--- src/hw/rtl/pperim_pkg.sv ---
// ----------------------------------------------------------------------------
// pperim_pkg
// Types and fixed constants shared by the polygon perimeter accumulator.
// ----------------------------------------------------------------------------
package pperim_pkg;

   // result perimeter is always reported on 32 bits
   localparam int OUT_BITS = 32;

   // vertex count saturates here; fewer than this means a degenerate polygon
   localparam logic [1:0] COUNT_FULL = 2'd3;

   typedef enum logic [2:0] {
      ST_IDLE,
      ST_CLOSE,
      ST_SQX,
      ST_SQY,
      ST_LOAD,
      ST_ROOT,
      ST_ACC,
      ST_EMIT
   } st_type;

   typedef struct packed {
      logic start;
   } sqrt_ctl_type;

   typedef struct packed {
      logic busy;
      logic done;
   } sqrt_sts_type;

endpackage

--- src/hw/rtl/pperim_if.sv ---
// ----------------------------------------------------------------------------
// pperim_if
// Valid/ready channels for vertices in and perimeter results out.
// ----------------------------------------------------------------------------
interface pperim_req_if #(
   parameter int COORD_BITS = 16
);
   logic                         valid;
   logic                         ready;
   logic signed [COORD_BITS-1:0] x;
   logic signed [COORD_BITS-1:0] y;
   logic                         last;

   modport source (output valid, output x, output y, output last, input ready);
   modport sink   (input valid, input x, input y, input last, output ready);
endinterface

interface pperim_rsp_if;
   logic        valid;
   logic        ready;
   logic [31:0] perimeter;
   logic        too_few;
   logic        overflow;

   modport source (output valid, output perimeter, output too_few, output overflow,
                   input ready);
   modport sink   (input valid, input perimeter, input too_few, input overflow,
                   output ready);
endinterface

--- src/hw/rtl/pperim_isqrt.sv ---
// ----------------------------------------------------------------------------
// pperim_isqrt
// Bit-serial restoring integer square root, one root bit per cycle.
// ----------------------------------------------------------------------------
module pperim_isqrt #(
   parameter int ROOT_BITS = 17
) (
   input  logic                          clock,
   input  logic                          reset,
   input  pperim_pkg::sqrt_ctl_type      ctl,
   input  logic [2*ROOT_BITS-1:0]        radicand,
   output pperim_pkg::sqrt_sts_type      sts,
   output logic [ROOT_BITS-1:0]          root
);
   import pperim_pkg::*;

   localparam int CNT_W = $clog2(ROOT_BITS);
   localparam int REM_W = ROOT_BITS + 1;
   localparam int TRY_W = ROOT_BITS + 3;

   logic [2*ROOT_BITS-1:0] rad_ff,  rad_in;
   logic [REM_W-1:0]       rem_ff,  rem_in;
   logic [ROOT_BITS-1:0]   root_ff, root_in;
   logic [CNT_W-1:0]       cnt_ff,  cnt_in;
   logic                   busy_ff, busy_in;
   logic                   done_ff, done_in;

   logic [TRY_W-1:0] trial;
   logic [TRY_W-1:0] subtrahend;
   logic             fits;

   // bring down the next pair of radicand bits and try root*4+1
   assign trial      = {rem_ff, rad_ff[2*ROOT_BITS-1 -: 2]};
   assign subtrahend = TRY_W'({root_ff, 2'b01});
   assign fits       = trial >= subtrahend;

   always_comb begin
      rad_in  = rad_ff;
      rem_in  = rem_ff;
      root_in = root_ff;
      cnt_in  = cnt_ff;
      busy_in = busy_ff;
      done_in = 1'b0;
      if (ctl.start) begin
         rad_in  = radicand;
         rem_in  = '0;
         root_in = '0;
         cnt_in  = '0;
         busy_in = 1'b1;
      end else if (busy_ff) begin
         rad_in  = rad_ff << 2;
         rem_in  = fits ? REM_W'(trial - subtrahend) : REM_W'(trial);
         root_in = {root_ff[ROOT_BITS-2:0], fits};
         cnt_in  = cnt_ff + 1'b1;
         if (cnt_ff == CNT_W'(ROOT_BITS - 1)) begin
            busy_in = 1'b0;
            done_in = 1'b1;
         end
      end
   end

   always_ff @(posedge clock) begin
      rad_ff  <= rad_in;
      rem_ff  <= rem_in;
      root_ff <= root_in;
      cnt_ff  <= cnt_in;
      if (reset) begin
         busy_ff <= 1'b0;
         done_ff <= 1'b0;
      end else begin
         busy_ff <= busy_in;
         done_ff <= done_in;
      end
   end

   assign sts.busy = busy_ff;
   assign sts.done = done_ff;
   assign root     = root_ff;

   a_done_follows_busy : assert property (@(posedge clock) disable iff (reset)
      done_ff |-> $past(busy_ff))
      else $error("root done without a running iteration");

   a_busy_needs_start : assert property (@(posedge clock) disable iff (reset)
      $rose(busy_ff) |-> $past(ctl.start))
      else $error("iteration began without a start");

   a_count_in_range : assert property (@(posedge clock) disable iff (reset)
      busy_ff |-> (cnt_ff <= CNT_W'(ROOT_BITS - 1)))
      else $error("iteration count ran past the root width");

endmodule

--- src/hw/rtl/polygon_perimeter_accumulator.sv ---
// ----------------------------------------------------------------------------
// polygon_perimeter_accumulator
// Sums edge lengths of a polygon, one vertex per transfer, closing edge on
// the last vertex, and reports a saturated Q24.8 perimeter.
// ----------------------------------------------------------------------------
//  channel   dir   handshake              payload
//  req_ch    in    valid / ready          x, y (signed Q8.8), last
//  rsp_ch    out   valid / ready          perimeter (Q24.8), too_few, overflow
//
//  An edge runs a difference, two squares on one shared multiplier, a load,
//  then COORD_BITS + 1 root bits one per cycle, a check that the root is
//  done, and the saturating add. The first vertex only records its
//  position. A last vertex also runs an edge for the closing side, then an
//  emit step places the result. Reset is synchronous and clears the polygon
//  state. A result held in the output register only stalls the block when
//  the next result is ready to be placed.
// ----------------------------------------------------------------------------
module polygon_perimeter_accumulator #(
   parameter int COORD_BITS = 16,
   parameter int SUM_BITS   = 32
) (
   input logic         clock,
   input logic         reset,
   pperim_req_if.sink  req_ch,
   pperim_rsp_if.source rsp_ch
);
   import pperim_pkg::*;

   localparam int C      = COORD_BITS;
   localparam int ROOT_W = C + 1;
   localparam int ADD_W  = ((SUM_BITS > ROOT_W) ? SUM_BITS : ROOT_W) + 1;

   function automatic logic [C-1:0] abs_diff(input logic [C-1:0] a, input logic [C-1:0] b);
      logic [C:0] d;
      logic [C:0] m;
      d = {a[C-1], a} - {b[C-1], b};
      m = d[C] ? (~d + 1'b1) : d;
      return m[C-1:0];
   endfunction

   st_type              state_ff,   state_in;
   logic [C-1:0]        first_x_ff, first_x_in;
   logic [C-1:0]        first_y_ff, first_y_in;
   logic [C-1:0]        prev_x_ff,  prev_x_in;
   logic [C-1:0]        prev_y_ff,  prev_y_in;
   logic [1:0]          count_ff,   count_in;
   logic [SUM_BITS-1:0] sum_ff,     sum_in;
   logic                sat_ff,     sat_in;
   logic                last_ff,    last_in;
   logic                closing_ff, closing_in;
   logic [C-1:0]        dx_ff,      dx_in;
   logic [C-1:0]        dy_ff,      dy_in;
   logic [2*C-1:0]      sqx_ff,     sqx_in;
   logic [2*C-1:0]      sqy_ff,     sqy_in;

   logic                rsp_valid_ff,    rsp_valid_in;
   logic [OUT_BITS-1:0] rsp_perimeter_ff, rsp_perimeter_in;
   logic                rsp_too_few_ff,   rsp_too_few_in;
   logic                rsp_overflow_ff,  rsp_overflow_in;

   logic                req_take;
   logic                emit_go;
   logic [C-1:0]        mul_op;
   logic [2*C-1:0]      product;
   logic [ADD_W-1:0]    total;
   logic                total_over;

   sqrt_ctl_type        sqrt_ctl;
   sqrt_sts_type        sqrt_sts;
   logic [2*ROOT_W-1:0] radicand;
   logic [ROOT_W-1:0]   edge_len;

   assign req_ch.ready = (state_ff == ST_IDLE);
   assign req_take     = req_ch.valid && req_ch.ready;
   assign emit_go      = (state_ff == ST_EMIT) && (!rsp_valid_ff || rsp_ch.ready);

   // one multiplier, dx squared then dy squared
   assign mul_op   = (state_ff == ST_SQX) ? dx_ff : dy_ff;
   assign product  = (2*C)'(mul_op) * (2*C)'(mul_op);
   assign radicand = (2*ROOT_W)'(sqx_ff) + (2*ROOT_W)'(sqy_ff);

   // sum never exceeds its maximum, so any carry past SUM_BITS means saturation
   assign total      = ADD_W'(sum_ff) + ADD_W'(edge_len);
   assign total_over = |total[ADD_W-1:SUM_BITS];

   pperim_isqrt #(
      .ROOT_BITS (ROOT_W)
   ) u_isqrt (
      .clock    (clock),
      .reset    (reset),
      .ctl      (sqrt_ctl),
      .radicand (radicand),
      .sts      (sqrt_sts),
      .root     (edge_len)
   );

   always_comb begin
      state_in         = state_ff;
      first_x_in       = first_x_ff;
      first_y_in       = first_y_ff;
      prev_x_in        = prev_x_ff;
      prev_y_in        = prev_y_ff;
      count_in         = count_ff;
      sum_in           = sum_ff;
      sat_in           = sat_ff;
      last_in          = last_ff;
      closing_in       = closing_ff;
      dx_in            = dx_ff;
      dy_in            = dy_ff;
      sqx_in           = sqx_ff;
      sqy_in           = sqy_ff;
      rsp_valid_in     = rsp_valid_ff && !rsp_ch.ready;
      rsp_perimeter_in = rsp_perimeter_ff;
      rsp_too_few_in   = rsp_too_few_ff;
      rsp_overflow_in  = rsp_overflow_ff;
      sqrt_ctl.start   = 1'b0;

      case (state_ff)
         ST_IDLE: begin
            if (req_take) begin
               dx_in      = abs_diff(prev_x_ff, req_ch.x);
               dy_in      = abs_diff(prev_y_ff, req_ch.y);
               prev_x_in  = req_ch.x;
               prev_y_in  = req_ch.y;
               last_in    = req_ch.last;
               closing_in = 1'b0;
               if (count_ff == 2'd0) begin
                  first_x_in = req_ch.x;
                  first_y_in = req_ch.y;
               end
               if (count_ff != COUNT_FULL) begin
                  count_in = count_ff + 1'b1;
               end
               if (count_ff != 2'd0) begin
                  state_in = ST_SQX;
               end else if (req_ch.last) begin
                  state_in = ST_CLOSE;
               end
            end
         end
         ST_CLOSE: begin
            // closing side, back to the first vertex
            dx_in      = abs_diff(prev_x_ff, first_x_ff);
            dy_in      = abs_diff(prev_y_ff, first_y_ff);
            closing_in = 1'b1;
            state_in   = ST_SQX;
         end
         ST_SQX: begin
            sqx_in   = product;
            state_in = ST_SQY;
         end
         ST_SQY: begin
            sqy_in   = product;
            state_in = ST_LOAD;
         end
         ST_LOAD: begin
            sqrt_ctl.start = 1'b1;
            state_in       = ST_ROOT;
         end
         ST_ROOT: begin
            if (sqrt_sts.done) begin
               state_in = ST_ACC;
            end
         end
         ST_ACC: begin
            if (total_over) begin
               sum_in = '1;
               sat_in = 1'b1;
            end else begin
               sum_in = total[SUM_BITS-1:0];
            end
            if (closing_ff) begin
               state_in = ST_EMIT;
            end else if (last_ff) begin
               state_in = ST_CLOSE;
            end else begin
               state_in = ST_IDLE;
            end
         end
         ST_EMIT: begin
            if (emit_go) begin
               rsp_valid_in     = 1'b1;
               rsp_perimeter_in = OUT_BITS'(sum_ff);
               rsp_too_few_in   = (count_ff != COUNT_FULL);
               rsp_overflow_in  = sat_ff;
               first_x_in       = '0;
               first_y_in       = '0;
               prev_x_in        = '0;
               prev_y_in        = '0;
               count_in         = '0;
               sum_in           = '0;
               sat_in           = 1'b0;
               state_in         = ST_IDLE;
            end
         end
         default: begin
            state_in = ST_IDLE;
         end
      endcase
   end

   always_ff @(posedge clock) begin
      dx_ff            <= dx_in;
      dy_ff            <= dy_in;
      sqx_ff           <= sqx_in;
      sqy_ff           <= sqy_in;
      last_ff          <= last_in;
      closing_ff       <= closing_in;
      rsp_perimeter_ff <= rsp_perimeter_in;
      rsp_too_few_ff   <= rsp_too_few_in;
      rsp_overflow_ff  <= rsp_overflow_in;
      if (reset) begin
         state_ff     <= ST_IDLE;
         first_x_ff   <= '0;
         first_y_ff   <= '0;
         prev_x_ff    <= '0;
         prev_y_ff    <= '0;
         count_ff     <= '0;
         sum_ff       <= '0;
         sat_ff       <= 1'b0;
         rsp_valid_ff <= 1'b0;
      end else begin
         state_ff     <= state_in;
         first_x_ff   <= first_x_in;
         first_y_ff   <= first_y_in;
         prev_x_ff    <= prev_x_in;
         prev_y_ff    <= prev_y_in;
         count_ff     <= count_in;
         sum_ff       <= sum_in;
         sat_ff       <= sat_in;
         rsp_valid_ff <= rsp_valid_in;
      end
   end

   assign rsp_ch.valid     = rsp_valid_ff;
   assign rsp_ch.perimeter = rsp_perimeter_ff;
   assign rsp_ch.too_few   = rsp_too_few_ff;
   assign rsp_ch.overflow  = rsp_overflow_ff;

   a_start_when_free : assert property (@(posedge clock) disable iff (reset)
      sqrt_ctl.start |-> !sqrt_sts.busy)
      else $error("square root started while still running");

   a_idle_root_quiet : assert property (@(posedge clock) disable iff (reset)
      req_ch.ready |-> !sqrt_sts.busy)
      else $error("vertex accepted while an edge is in flight");

   a_emit_clears : assert property (@(posedge clock) disable iff (reset)
      emit_go |=> (count_ff == 2'd0) && (sum_ff == '0) && !sat_ff)
      else $error("polygon state not cleared after result");

   a_result_from_emit : assert property (@(posedge clock) disable iff (reset)
      $rose(rsp_valid_ff) |-> $past(state_ff == ST_EMIT))
      else $error("result raised outside the emit step");

endmodule

--- src/flat_wrapper.sv ---
// flat-port wrapper written by rule: the top's interface ports become plain ports
module polygon_perimeter_accumulator_flat import pperim_pkg::*;
#(
   parameter int COORD_BITS = 16,
   parameter int SUM_BITS   = 32
)
  (clock, reset, req_ch_valid, req_ch_x, req_ch_y, req_ch_last, req_ch_ready, rsp_ch_valid, rsp_ch_perimeter, rsp_ch_too_few, rsp_ch_overflow, rsp_ch_ready);
  pperim_req_if #(.COORD_BITS(COORD_BITS)) req_ch_i ();
  pperim_rsp_if rsp_ch_i ();
  input logic clock;
  input logic reset;
  input wire logic [$bits(req_ch_i.valid)-1:0] req_ch_valid;
  input wire logic [$bits(req_ch_i.x)-1:0] req_ch_x;
  input wire logic [$bits(req_ch_i.y)-1:0] req_ch_y;
  input wire logic [$bits(req_ch_i.last)-1:0] req_ch_last;
  output wire logic [$bits(req_ch_i.ready)-1:0] req_ch_ready;
  output wire logic [$bits(rsp_ch_i.valid)-1:0] rsp_ch_valid;
  output wire logic [$bits(rsp_ch_i.perimeter)-1:0] rsp_ch_perimeter;
  output wire logic [$bits(rsp_ch_i.too_few)-1:0] rsp_ch_too_few;
  output wire logic [$bits(rsp_ch_i.overflow)-1:0] rsp_ch_overflow;
  input wire logic [$bits(rsp_ch_i.ready)-1:0] rsp_ch_ready;
  assign req_ch_i.valid = req_ch_valid;
  assign req_ch_i.x = req_ch_x;
  assign req_ch_i.y = req_ch_y;
  assign req_ch_i.last = req_ch_last;
  assign req_ch_ready = req_ch_i.ready;
  assign rsp_ch_valid = rsp_ch_i.valid;
  assign rsp_ch_perimeter = rsp_ch_i.perimeter;
  assign rsp_ch_too_few = rsp_ch_i.too_few;
  assign rsp_ch_overflow = rsp_ch_i.overflow;
  assign rsp_ch_i.ready = rsp_ch_ready;
  polygon_perimeter_accumulator #(.COORD_BITS(COORD_BITS), .SUM_BITS(SUM_BITS)) u_core (.clock(clock), .reset(reset), .req_ch(req_ch_i), .rsp_ch(rsp_ch_i));
endmodule
--- config.mk ---
export PLATFORM = sky130hd
export DESIGN_NAME = polygon_perimeter_accumulator_flat
export DESIGN_NICKNAME = d
export VERILOG_FILES = /design/src/hw/rtl/pperim_pkg.sv /design/src/hw/rtl/pperim_if.sv /design/src/hw/rtl/pperim_isqrt.sv /design/src/hw/rtl/polygon_perimeter_accumulator.sv /design/src/flat_wrapper.sv
export SDC_FILE = /design/constraint.sdc
export NUM_CORES = 1
export LEC_CHECK = 0
export BUFFER_PORTS_ARGS = -buffer_cell sky130_fd_sc_hd__buf_2
export CELL_PAD_IN_SITES_DETAIL_PLACEMENT = 0
export CELL_PAD_IN_SITES_GLOBAL_PLACEMENT = 1
export CORE_UTILIZATION = 45
export CTS_CLUSTER_DIAMETER = 50
export DETAILED_ROUTE_END_ITERATION = 10
export PLACE_DENSITY = 0.76
export SLEW_MARGIN = 20
export SYNTH_ARGS = -nofsm -noshare
export SYNTH_HDL_FRONTEND = slang
export SYNTH_SLANG_ARGS = --single-unit
--- constraint.sdc ---
create_clock -name clock -period 7.7 [get_ports clock]
set_clock_uncertainty 0.05 [all_clocks]
set_input_delay 0.77 -clock clock [delete_from_list [all_inputs] [get_ports clock]]
set_output_delay 0.77 -clock clock [all_outputs]
set_load 0.02 [all_outputs]
==> flow_metrics.py, run 1 <==
metrics = {
    "logic_synthesis": {
        "syn-num-nets": 3342,
        "synth_edf_count": 164,
        "ys_seq_area_share_pct": 29.60,
        "synth_top_area_cell": "edfxtp_1",
        "synth_flop_cell": "edfxtp_1",
        "ys_ff_latch": 309,
        "ys_top_cells_by_area": "edfxtp_1 19%, fa_1 13%, ha_1 11%, dfxtp_1 11%, inv_1 5.8%",
        "yosysWarnings": 0,
        "synth_top_cell_area_share_pct": 18.63,
        "synth_cell_types": 96,
        "syn_inst": 2901,
        "ys_async_sr_fraction_pct": 0,
        "syn_area_um2": 26440,
        "avgSynthCellArea_um2": 9.114,
    },
    "cells_and_area": {
        "multi_input_area_um2": 16800,
        "area_growth_pct": 10.81,
        "drive_gt1_share_pct": 8.940,
        "final_cells": 3776,
        "fin_nets": 3417,
        "regArea_um2": 7829,
        "fillCellCount": 5526,
    },
    "outcome": {
        "status": "complete, no violations",
    },
    "min_path": {
        "hold_class": "in -> reg",
    },
    "timing": {
        "tightest_slew_ps": 945.2,
        "report.final.slew_viol_count": 0,
        "setup_viol": 0,
        "fin_crit_ps": 7410,
        "clock.fmax_mhz": 135.0,
        "hold_violations": 0,
        "tns_ps": 0,
        "slew_headroom_pct": 36.56,
        "finalCritPeriodShare_pct": 96.23,
    },
    "detailed_routing": {
        "via_count": 20412,
        "dr.pass1.iters": 5,
        "wl_mm": 64.62,
        "wl_per_cell_um": 17.11,
        "antenna_left": 0,
        "drt_iter0_markers": 914,
        "vias_per_cell": 5.406,
        "drc": 0,
    },
    "setup_path": {
        "path_depth": 24,
        "worstSetupEndpointType": "register",
        "crit_start": "u_core.state_ff[2]",
        "path_cells": "nor3b_2 -> buf_6 -> buf_4 -> mux2_2 -> nand2_1 -> fa_1 -> fa_1 -> inv_1 -> ha_1 -> fa_1 -> fa_1 -> inv_1 -> fa_1 -> inv_1 -> ha_1 -> a21o_1 -> a21o_1 -> a2111oi_1 -> a31oi_2 -> a221oi_2 -> o21ai_1 -> a211oi_1 -> o21bai_1 -> xor2_1",
        "criticalPathCategory": "reg -> reg",
        "crit-reg2reg-capture": "u_core.sqy_ff[28]",
        "critical_path.top_delay_family": "adder cells",
        "timing.rr.start": "u_core.state_ff[2]",
        "cp.required_ps": 7950,
        "path_buf_inv": 5,
        "critPathSlowestCell": "a2111oi_1",
        "arrival_ps": 7660,
        "rr_worst_depth": 24,
        "r2r_setup_slack_ps": 290,
        "path_max_fanout": 15,
        "cpPeakStageDelay_ps": 650,
        "startpoint_type": "register",
        "path_common_cell": "fa_1",
        "crit_end": "u_core.sqy_ff[28]",
    },
    "floorplanning": {
        "ioPinCount": 73,
        "die_h_um": 244.4,
        "die_area_um2": 59730,
        "core_um2": 57920,
        "die_w_um": 244.4,
        "start_util_pct": 45.65,
        "rows": 88,
    },
    "global_routing": {
        "gr-total-overflow": 0,
        "antenna_found_initial": 1,
        "grt.total_usage_pct": 21.81,
        "grt_pass1_vias": 20912,
        "grt_max_degree": 81,
        "grt_pass1_wl_mm": 106.3,
    },
    "clock_network": {
        "path_clk_slew_ps": 60,
        "clock-root-buffer": "clkbuf_16",
        "cts_tree": "built",
        "h-tree-depth": 2,
        "cts_buffer_depth": 3,
        "cts-hold-fix-buffers": 0,
        "clock_sinks": 309,
        "insertion_delay_ps": 580,
        "cts_buffers": 41,
    },
    "placement": {
        "dp.cells": 3698,
        "io_buffers": 72,
        "hpwlAfterDp_mm": 50.38,
        "place.gp.congestion": 0.8813,
    },
    "flow_run": {
        "maxCapViolCount": 0,
    },
}
## flip-flops by register name, indices dropped and copies added, names as in the netlist, 17 cells and up
register	count
u_core.u_isqrt.root	17
u_core.u_isqrt.rad_ff	34
u_core.sqx_ff	31
u_core.rsp_ch.perimeter	32
u_core.u_isqrt.rem_ff	18
u_core.sum_ff	32
u_core.sqy_ff	31
## layer usage
metal  global-route usage, %  wire length, um
met2                   37.35            30750
met5                       0                0
met1                   28.68            29860
met4                   6.342             1558
met3                   2.831             2454
## metrics by stage
step	util, %	worst slack (ps)	instance area [um^2]	hold WS (ps)
2_1_floorplan	-	76.43	26450	359.0
3_3_place_gp	47.96	91.81	27780	374.0
3_5_place_dp	47.96	-38.77	27780	379.7
4_1_cts	50.48	153.9	29240	298.2
5_1_grt	50.58	-4.272	29300	316.9
6_report	50.59	290.4	29300	346.0
## synthesized netlist by cell type (31+ instances only)
master    count
a211oi_1     31
a21o_1       48
a21oi_1     175
a22oi_1      37
clkbuf_1     74
dfxtp_1     145
edfxtp_1    164
fa_1        168
ha_1        236
inv_1       409
mux2i_1      65
nand2_1     222
nand3_1      75
nor2_1      248
nor3_1       69
o21ai_0     124
xnor2_1     102
xor2_1       63
## how the worst min path moves through the flow
stage | depth (start not counted) | startpoint | slack (ps) | to
after floorplan | 0 | u_core.sat_ff | 360 | u_core.rsp_ch.overflow
after global placement | 0 | u_core.sat_ff | 370 | u_core.rsp_ch.overflow
after detailed placement | 0 | u_core.sat_ff | 380 | u_core.rsp_ch.overflow
after CTS | 1 | req_ch_last | 300 | u_core.last_ff
after global routing | 1 | req_ch_last | 320 | u_core.last_ff
final | 1 | req_ch_last | 350 | u_core.last_ff
## logic make-up (layout without fill, tap and decap cells)
group | after synthesis | count (layout) | synth area share (%)
AO/OA/AOI/OAI | 639 | 639 | 16.41
XOR/XNOR | 165 | 165 | 5.466
adder cells (fa/ha/maj) | 404 | 404 | 23.89
buffers and inverters | 499 | 607 | 7.141
flip-flops | 309 | 309 | 29.60
multiplexers | 83 | 83 | 3.227
other | 0 | 2 | 0
AND/OR/NAND/NOR | 802 | 802 | 14.26
## layout make-up
| class | instances | area share, % |
|---|---|---|
| antenna | 2 | 0.01708 |
| clock buffer | 45 | 3.660 |
| clock inverter | 31 | 1.298 |
| inverter | 416 | 5.342 |
| multi-input combinational | 2093 | 57.34 |
| sequential | 309 | 26.72 |
| tap | 765 | 3.267 |
| timing repair buffer | 115 | 2.353 |
## placed cells by master (no fill, tap or decap), types with 48 or more instances in the layout
cell / synthesis / final
mux2i_1: 65 / 61
a21o_1: 48 / 48
nor2_1: 248 / 246
inv_1: 409 / 409
nand2_1: 222 / 221
nor3_1: 69 / 69
edfxtp_1: 164 / 164
dfxtp_1: 145 / 144
fa_1: 168 / 168
o21ai_0: 124 / 124
buf_2: 6 / 71
ha_1: 236 / 236
nand3_1: 75 / 75
xor2_1: 63 / 63
a21oi_1: 175 / 173
xnor2_1: 102 / 102
## timing repair
item | 4_1_cts | 5_1_grt
endpoints found under the setup margin | 6 | 14
resized for setup | 1 | 13
pin swaps | 0 | 0
setup buffers | 0 | 0
Power of run 1 is not shown: default switching activity piles up to over one toggle a cycle in this logic, so the estimate is an artifact.
==> inputs of run 2 (changes only) <==
--- a/config.mk
+++ b/config.mk
@@ -5,13 +5,15 @@
 export SDC_FILE = /design/constraint.sdc
 export NUM_CORES = 1
 export LEC_CHECK = 0
+export ABC_AREA = 1
 export BUFFER_PORTS_ARGS = -buffer_cell sky130_fd_sc_hd__buf_2
 export CELL_PAD_IN_SITES_DETAIL_PLACEMENT = 0
 export CELL_PAD_IN_SITES_GLOBAL_PLACEMENT = 1
-export CORE_UTILIZATION = 45
+export CORE_UTILIZATION = 43
 export CTS_CLUSTER_DIAMETER = 50
 export DETAILED_ROUTE_END_ITERATION = 10
-export PLACE_DENSITY = 0.76
+export PLACE_DENSITY = 0.77
+export SETUP_SLACK_MARGIN = 0.5
 export SLEW_MARGIN = 20
 export SYNTH_ARGS = -nofsm -noshare
 export SYNTH_HDL_FRONTEND = slang
==> run 2 against run 1 <==
Critical path depth up 9; largest cell class unchanged; synthesized cell count up 31%; design area up 6.7%.
==> flow_metrics.py, run 2 <==
metrics = {
    "clock_network": {
        "cts_tree": "built",
        "h-tree-depth": 2,
        "insertion_delay_ps": 600,
        "cts_buffer_depth": 3,
        "path_clk_slew_ps": 50,
        "clock-root-buffer": "clkbuf_16",
        "cts_buffers": 49,
        "clock_sinks": 309,
    },
    "global_routing": {
        "grt_pass1_vias": 23417,
        "grt_pass1_wl_mm": 117.5,
        "grt.total_usage_pct": 21.61,
        "gr-total-overflow": 0,
        "antenna_found_initial": 2,
        "grt_max_degree": 65,
    },
    "setup_path": {
        "crit_start": "u_core.state_ff[1]",
        "rr_worst_depth": 33,
        "worstSetupEndpointType": "register",
        "path_max_fanout": 14,
        "path_common_cell": "inv_1",
        "criticalPathCategory": "reg -> reg",
        "timing.rr.start": "u_core.state_ff[1]",
        "critPathSlowestCell": "fa_1",
        "arrival_ps": 7100,
        "cpPeakStageDelay_ps": 540,
        "cp.required_ps": 7990,
        "startpoint_type": "register",
    },
    "logic_synthesis": {
        "syn_area_um2": 28050,
        "synth_top_area_cell": "edfxtp_1",
        "synth_flop_cell": "edfxtp_1",
        "synth_top_cell_area_share_pct": 17.56,
        "ys_top_cells_by_area": "edfxtp_1 18%, nand2_1 12%, fa_1 12%, ha_1 11%, dfxtp_1 10%",
        "yosysWarnings": 0,
        "synth.most_common_cell": "nand2_1",
        "ys_ff_latch": 309,
        "synth_cell_types": 58,
        "synthTopCellsByCount": "921 x nand2_1, 700 x inv_1, 303 x nor2_1, 269 x a21oi_1, 236 x ha_1",
        "syn-num-nets": 4228,
        "avgSynthCellArea_um2": 7.406,
        "synth_edf_count": 164,
        "ys_async_sr_fraction_pct": 0,
        "syn_inst": 3787,
        "ys_seq_area_share_pct": 27.91,
    },
    "detailed_routing": {
        "antenna_left": 0,
        "drc": 0,
        "drt_iter0_markers": 1163,
        "wl_mm": 71.33,
        "vias_per_cell": 4.952,
        "dr.pass1.iters": 7,
        "wl_per_cell_um": 14.92,
        "via_count": 23671,
    },
    "min_path": {
        "min_delay_path_depth": 1,
        "hold_class": "in -> reg",
        "hold_start": "req_ch_last",
    },
    "timing": {
        "tns_ps": 0,
        "setup_viol": 0,
        "clock.fmax_mhz": 146.8,
        "timing.hold.ws_ps": 320.4,
        "hold_violations": 0,
        "report.final.slew_viol_count": 0,
        "fin_crit_ps": 6812,
        "finalCritPeriodShare_pct": 88.47,
        "tightest_slew_ps": 1066,
        "slew_headroom_pct": 28.84,
        "rsz0062_at_grt": "false",
    },
    "cells_and_area": {
        "area_growth_pct": 11.47,
        "mostFrequentLayoutCell": "nand2_1",
        "final_cell_mix": "920 x nand2_1, 698 x inv_1, 295 x nor2_1",
        "fin_nets": 4324,
        "regMostFlops": "u_core.u_isqrt.rad_ff",
        "drive_gt1_share_pct": 7.773,
        "largest_reg_flops": 34,
    },
    "floorplanning": {
        "die_h_um": 257.4,
        "die_area_um2": 66250,
        "start_util_pct": 43.51,
        "die_w_um": 257.4,
        "ioPinCount": 73,
        "core_um2": 64460,
        "rows": 93,
    },
    "outcome": {
        "status": "complete, no violations",
    },
    "placement": {
        "io_buffers": 72,
        "place.gp.congestion": 0.8756,
        "hpwlAfterDp_mm": 56.88,
    },
    "flow_run": {
        "maxCapViolCount": 0,
    },
}
run 2: cell types whose count changed after synthesis, moves of 64 or more:
| cell | previous run | this run |
|---|---|---|
| inv_1 | 409 | 700 |
| nand3_1 | 75 | 194 |
| mux2i_1 | 65 | 1 |
| xnor2_1 | 102 | 30 |
| nand2_1 | 222 | 921 |
| a21oi_1 | 175 | 269 |
run 2: metal layers:
layer	up-vias	share of wire, %	GRT usage [%]	wire, um
met5	-	0	0	0
met4	0	2.4	5.884	1678
met3	88	3.2	2.512	2312
met2	350	46	36.27	32690
met1	10869	49	29.31	34640
li1	12364	-	-	-
run 2: logic make-up after synthesis:
logic type      Yosys count  share of synthesized area, %
mux                       1                       0.03569
xor+xnor                 83                         2.592
compound gates          623                         12.52
flops                   309                         27.91
buf+inv                 792                         11.01
fa+ha+maj               404                         22.52
simple gates           1575                         23.42
run 2: final timing paths:
| path | endpoint | slack (ps) |
|---|---|---|
| worst max-delay path | u_core.sqy_ff[24] | 890 |
| worst min register to register | u_core.rsp_ch.overflow | 390 |
| worst max register to register | u_core.sqy_ff[24] | 890 |
| worst min-delay path | u_core.last_ff | 320 |
run 2: worst max-delay path: cells and delay by family (launching register included):
kind,cells,cell delay (ps)
fa+ha+maj,7,3370
buf+inv,12,890
compound gates,4,830
flops,1,360
simple gates,10,1030
run 2: area by class of cell:
| type | count | area (um^2) |
|---|---|---|
| diodes | 1 | 2.502 |
| clock buffers | 53 | 1251 |
| clock inverters | 39 | 451.7 |
| fillers | 6584 | 33200 |
| inverters | 720 | 2731 |
| multi-input cells | 2686 | 17220 |
| flip-flops and latches | 309 | 7829 |
| well taps | 855 | 1070 |
| repair buffers | 116 | 703.2 |
| repair inverters | 1 | 8.758 |
run 2: what timing repair did:
item	in CTS	in global routing
buffers inserted	0	23
hold buffers	0	0
setup endpoints to repair	0	36
resized for setup	0	26
run 2: through the flow:
stage	instances	area, um^2	utilization, %	worst slack, ps
global placement	4662	29270	45.41	626.9
CTS	4754	30980	48.05	500.3
floorplan	3787	28050	-	792.7
finish	4780	31270	48.50	887.6
detailed placement	4662	29270	45.41	522.8
global route	4780	31270	48.50	493.8
Power of run 2 is left out for the same reason.
==> inputs of run 3 (changes only) <==
--- a/config.mk
+++ b/config.mk
@@ -9,10 +9,10 @@
 export BUFFER_PORTS_ARGS = -buffer_cell sky130_fd_sc_hd__buf_2
 export CELL_PAD_IN_SITES_DETAIL_PLACEMENT = 0
 export CELL_PAD_IN_SITES_GLOBAL_PLACEMENT = 1
-export CORE_UTILIZATION = 43
+export CORE_UTILIZATION = 52
 export CTS_CLUSTER_DIAMETER = 50
 export DETAILED_ROUTE_END_ITERATION = 10
-export PLACE_DENSITY = 0.77
+export PLACE_DENSITY = 0.87
 export SETUP_SLACK_MARGIN = 0.5
 export SLEW_MARGIN = 20
 export SYNTH_ARGS = -nofsm -noshare
==> constraint.sdc (replaced) <==
create_clock -name clock -period 8.1 [get_ports clock]
set_clock_uncertainty 0.05 [all_clocks]
set_input_delay 0.81 -clock clock [delete_from_list [all_inputs] [get_ports clock]]
set_output_delay 0.81 -clock clock [all_outputs]
set_load 0.02 [all_outputs]
==> run 3 against run 2 <==
The flow now finishes with violations (design-rule violations); hold slack improved by 56 ps; global-route usage is 4.5 points higher; via count is 0.61% higher; clock-buffer cell count did not move.
==> flow_metrics.py, run 3 (synthesis results as in run 2) <==
metrics = {
    "outcome": {
        "status": "complete, but fails checks",
        "violations": "design-rule violations",
    },
    "timing": {
        "setup_viol": 0,
        "fin_crit_ps": 7136,
        "slew_headroom_pct": 26.09,
        "clock.fmax_mhz": 140.1,
        "tns_ps": 0,
        "finalCritPeriodShare_pct": 88.09,
        "rsz0062_at_grt": "false",
        "report.final.slew_viol_count": 0,
        "hold_violations": 0,
        "tightest_slew_ps": 1107,
    },
    "cells_and_area": {
        "final_cells": 4583,
        "mostFrequentLayoutCell": "nand2_1",
        "drive_gt1_share_pct": 6.655,
        "area_growth_pct": 9.524,
        "final_cell_mix": "920 x nand2_1, 698 x inv_1, 299 x nor2_1",
        "finalInstanceArea_um2": 30720,
        "fin_nets": 4297,
        "regMostFlops": "u_core.u_isqrt.rad_ff",
        "largest_reg_flops": 34,
    },
    "clock_network": {
        "cts_buffer_depth": 3,
        "clock-root-buffer": "clkbuf_16",
        "insertion_delay_ps": 590,
        "cts_tree": "built",
        "path_clk_slew_ps": 60,
        "cts_buffers": 45,
        "h-tree-depth": 2,
        "clock_sinks": 309,
    },
    "global_routing": {
        "antenna_found_initial": 2,
        "grt_max_degree": 65,
        "grt.total_usage_pct": 26.09,
        "grt_busiest_layer": "met2",
        "grtUsageMet2_pct": 44.16,
        "grtUsageMet3_pct": 3.210,
        "gr-total-overflow": 0,
        "grt_pass1_vias": 22845,
        "grt_pass1_wl_mm": 115.1,
        "met1_usage_pct": 35.20,
    },
    "floorplanning": {
        "die_w_um": 234.2,
        "ioPinCount": 73,
        "rows": 84,
        "die_h_um": 234.2,
        "die_area_um2": 54870,
        "start_util_pct": 52.95,
        "core_um2": 52970,
    },
    "setup_path": {
        "rr_worst_depth": 26,
        "arrival_ps": 7400,
        "worstSetupEndpointType": "register",
        "crit_start": "u_core.state_ff[0]",
        "criticalPathCategory": "reg -> reg",
        "cp.required_ps": 8370,
        "timing.rr.start": "u_core.state_ff[0]",
        "path_max_fanout": 12,
        "startpoint_type": "register",
    },
    "detailed_routing": {
        "wl_per_cell_um": 15.26,
        "antenna_left": 0,
        "drc": 6,
        "dr.pass1.iters": 9,
        "vias_per_cell": 5.197,
        "via_count": 23816,
        "wl_mm": 69.95,
        "drt_iter0_markers": 1499,
    },
    "flow_run": {
        "maxCapViolCount": 0,
    },
    "min_path": {
        "min_delay_path_depth": 0,
        "hold_start": "u_core.sat_ff",
        "hold_class": "reg -> reg",
    },
    "placement": {
        "hpwlAfterDp_mm": 55.57,
        "place.gp.congestion": 0.9003,
        "io_buffers": 72,
        "place_area_um2": 29050,
        "dp.cells": 4492,
    },
}
## run 3: routing by layer
layer  routed length, um  vias to the layer above
met5                   0                        -
met3                2752                       88
li1                    -                    12333
met1               32900                    10958
met4                1325                        0
met2               32970                      437
## run 3: worst max-delay path, cell delays in order, from the launching register on
cell and delay, ps:
dfxtp_1 410, nor2_2 80, inv_2 90, nor2_4 50, inv_4 170, buf_4 260
nand2_1 130, o21ai_2 250, inv_2 240, nor2_1 270, fa_1 470, fa_1 540
fa_1 530, fa_1 520, fa_1 540, inv_1 50, fa_1 520, inv_1 40
ha_1 360, a21oi_1 180, inv_1 80, a31oi_1 190, o21ai_0 120, a21oi_1 300
nor3_1 80, nor3_1 210, xnor2_1 130
## run 3: final timing paths
path | end | slack, ps
worst min register to register | u_core.rsp_ch.overflow | 380
worst max register to register | u_core.sqx_ff[27] | 960
worst max-delay path | u_core.sqx_ff[27] | 960
worst min-delay path | u_core.rsp_ch.overflow | 380
## run 3: area by class of cell
| class | count | area [um^2] |
|---|---|---|
| flip-flops and latches | 309 | 7828 |
| inverters | 720 | 2720 |
| multi-input cells | 2686 | 17210 |
| repair buffers | 94 | 525.5 |
| clock buffers | 53 | 1197 |
| well taps | 688 | 860.8 |
| clock inverters | 30 | 371.6 |
| diodes | 3 | 7.507 |
| fillers | 5149 | 22250 |
## run 3: per-stage QoR
stage                     setup slack (ps)  hold WS (ps)  util (%)
final                                964.4         376.7     57.99
after global routing                 627.9         400.0     57.99
after CTS                            704.2         373.3     57.80
after detailed placement             728.4         363.2     54.84
after global placement               884.0         363.6     54.84
after floorplan                       1193         358.2         -
## run 3: repair_timing
action	CTS	global route
buffers inserted	0	5
hold buffers	0	0
resized for setup	0	12
endpoints found under the setup margin	0	16
Power of run 3 is left out for the same reason.
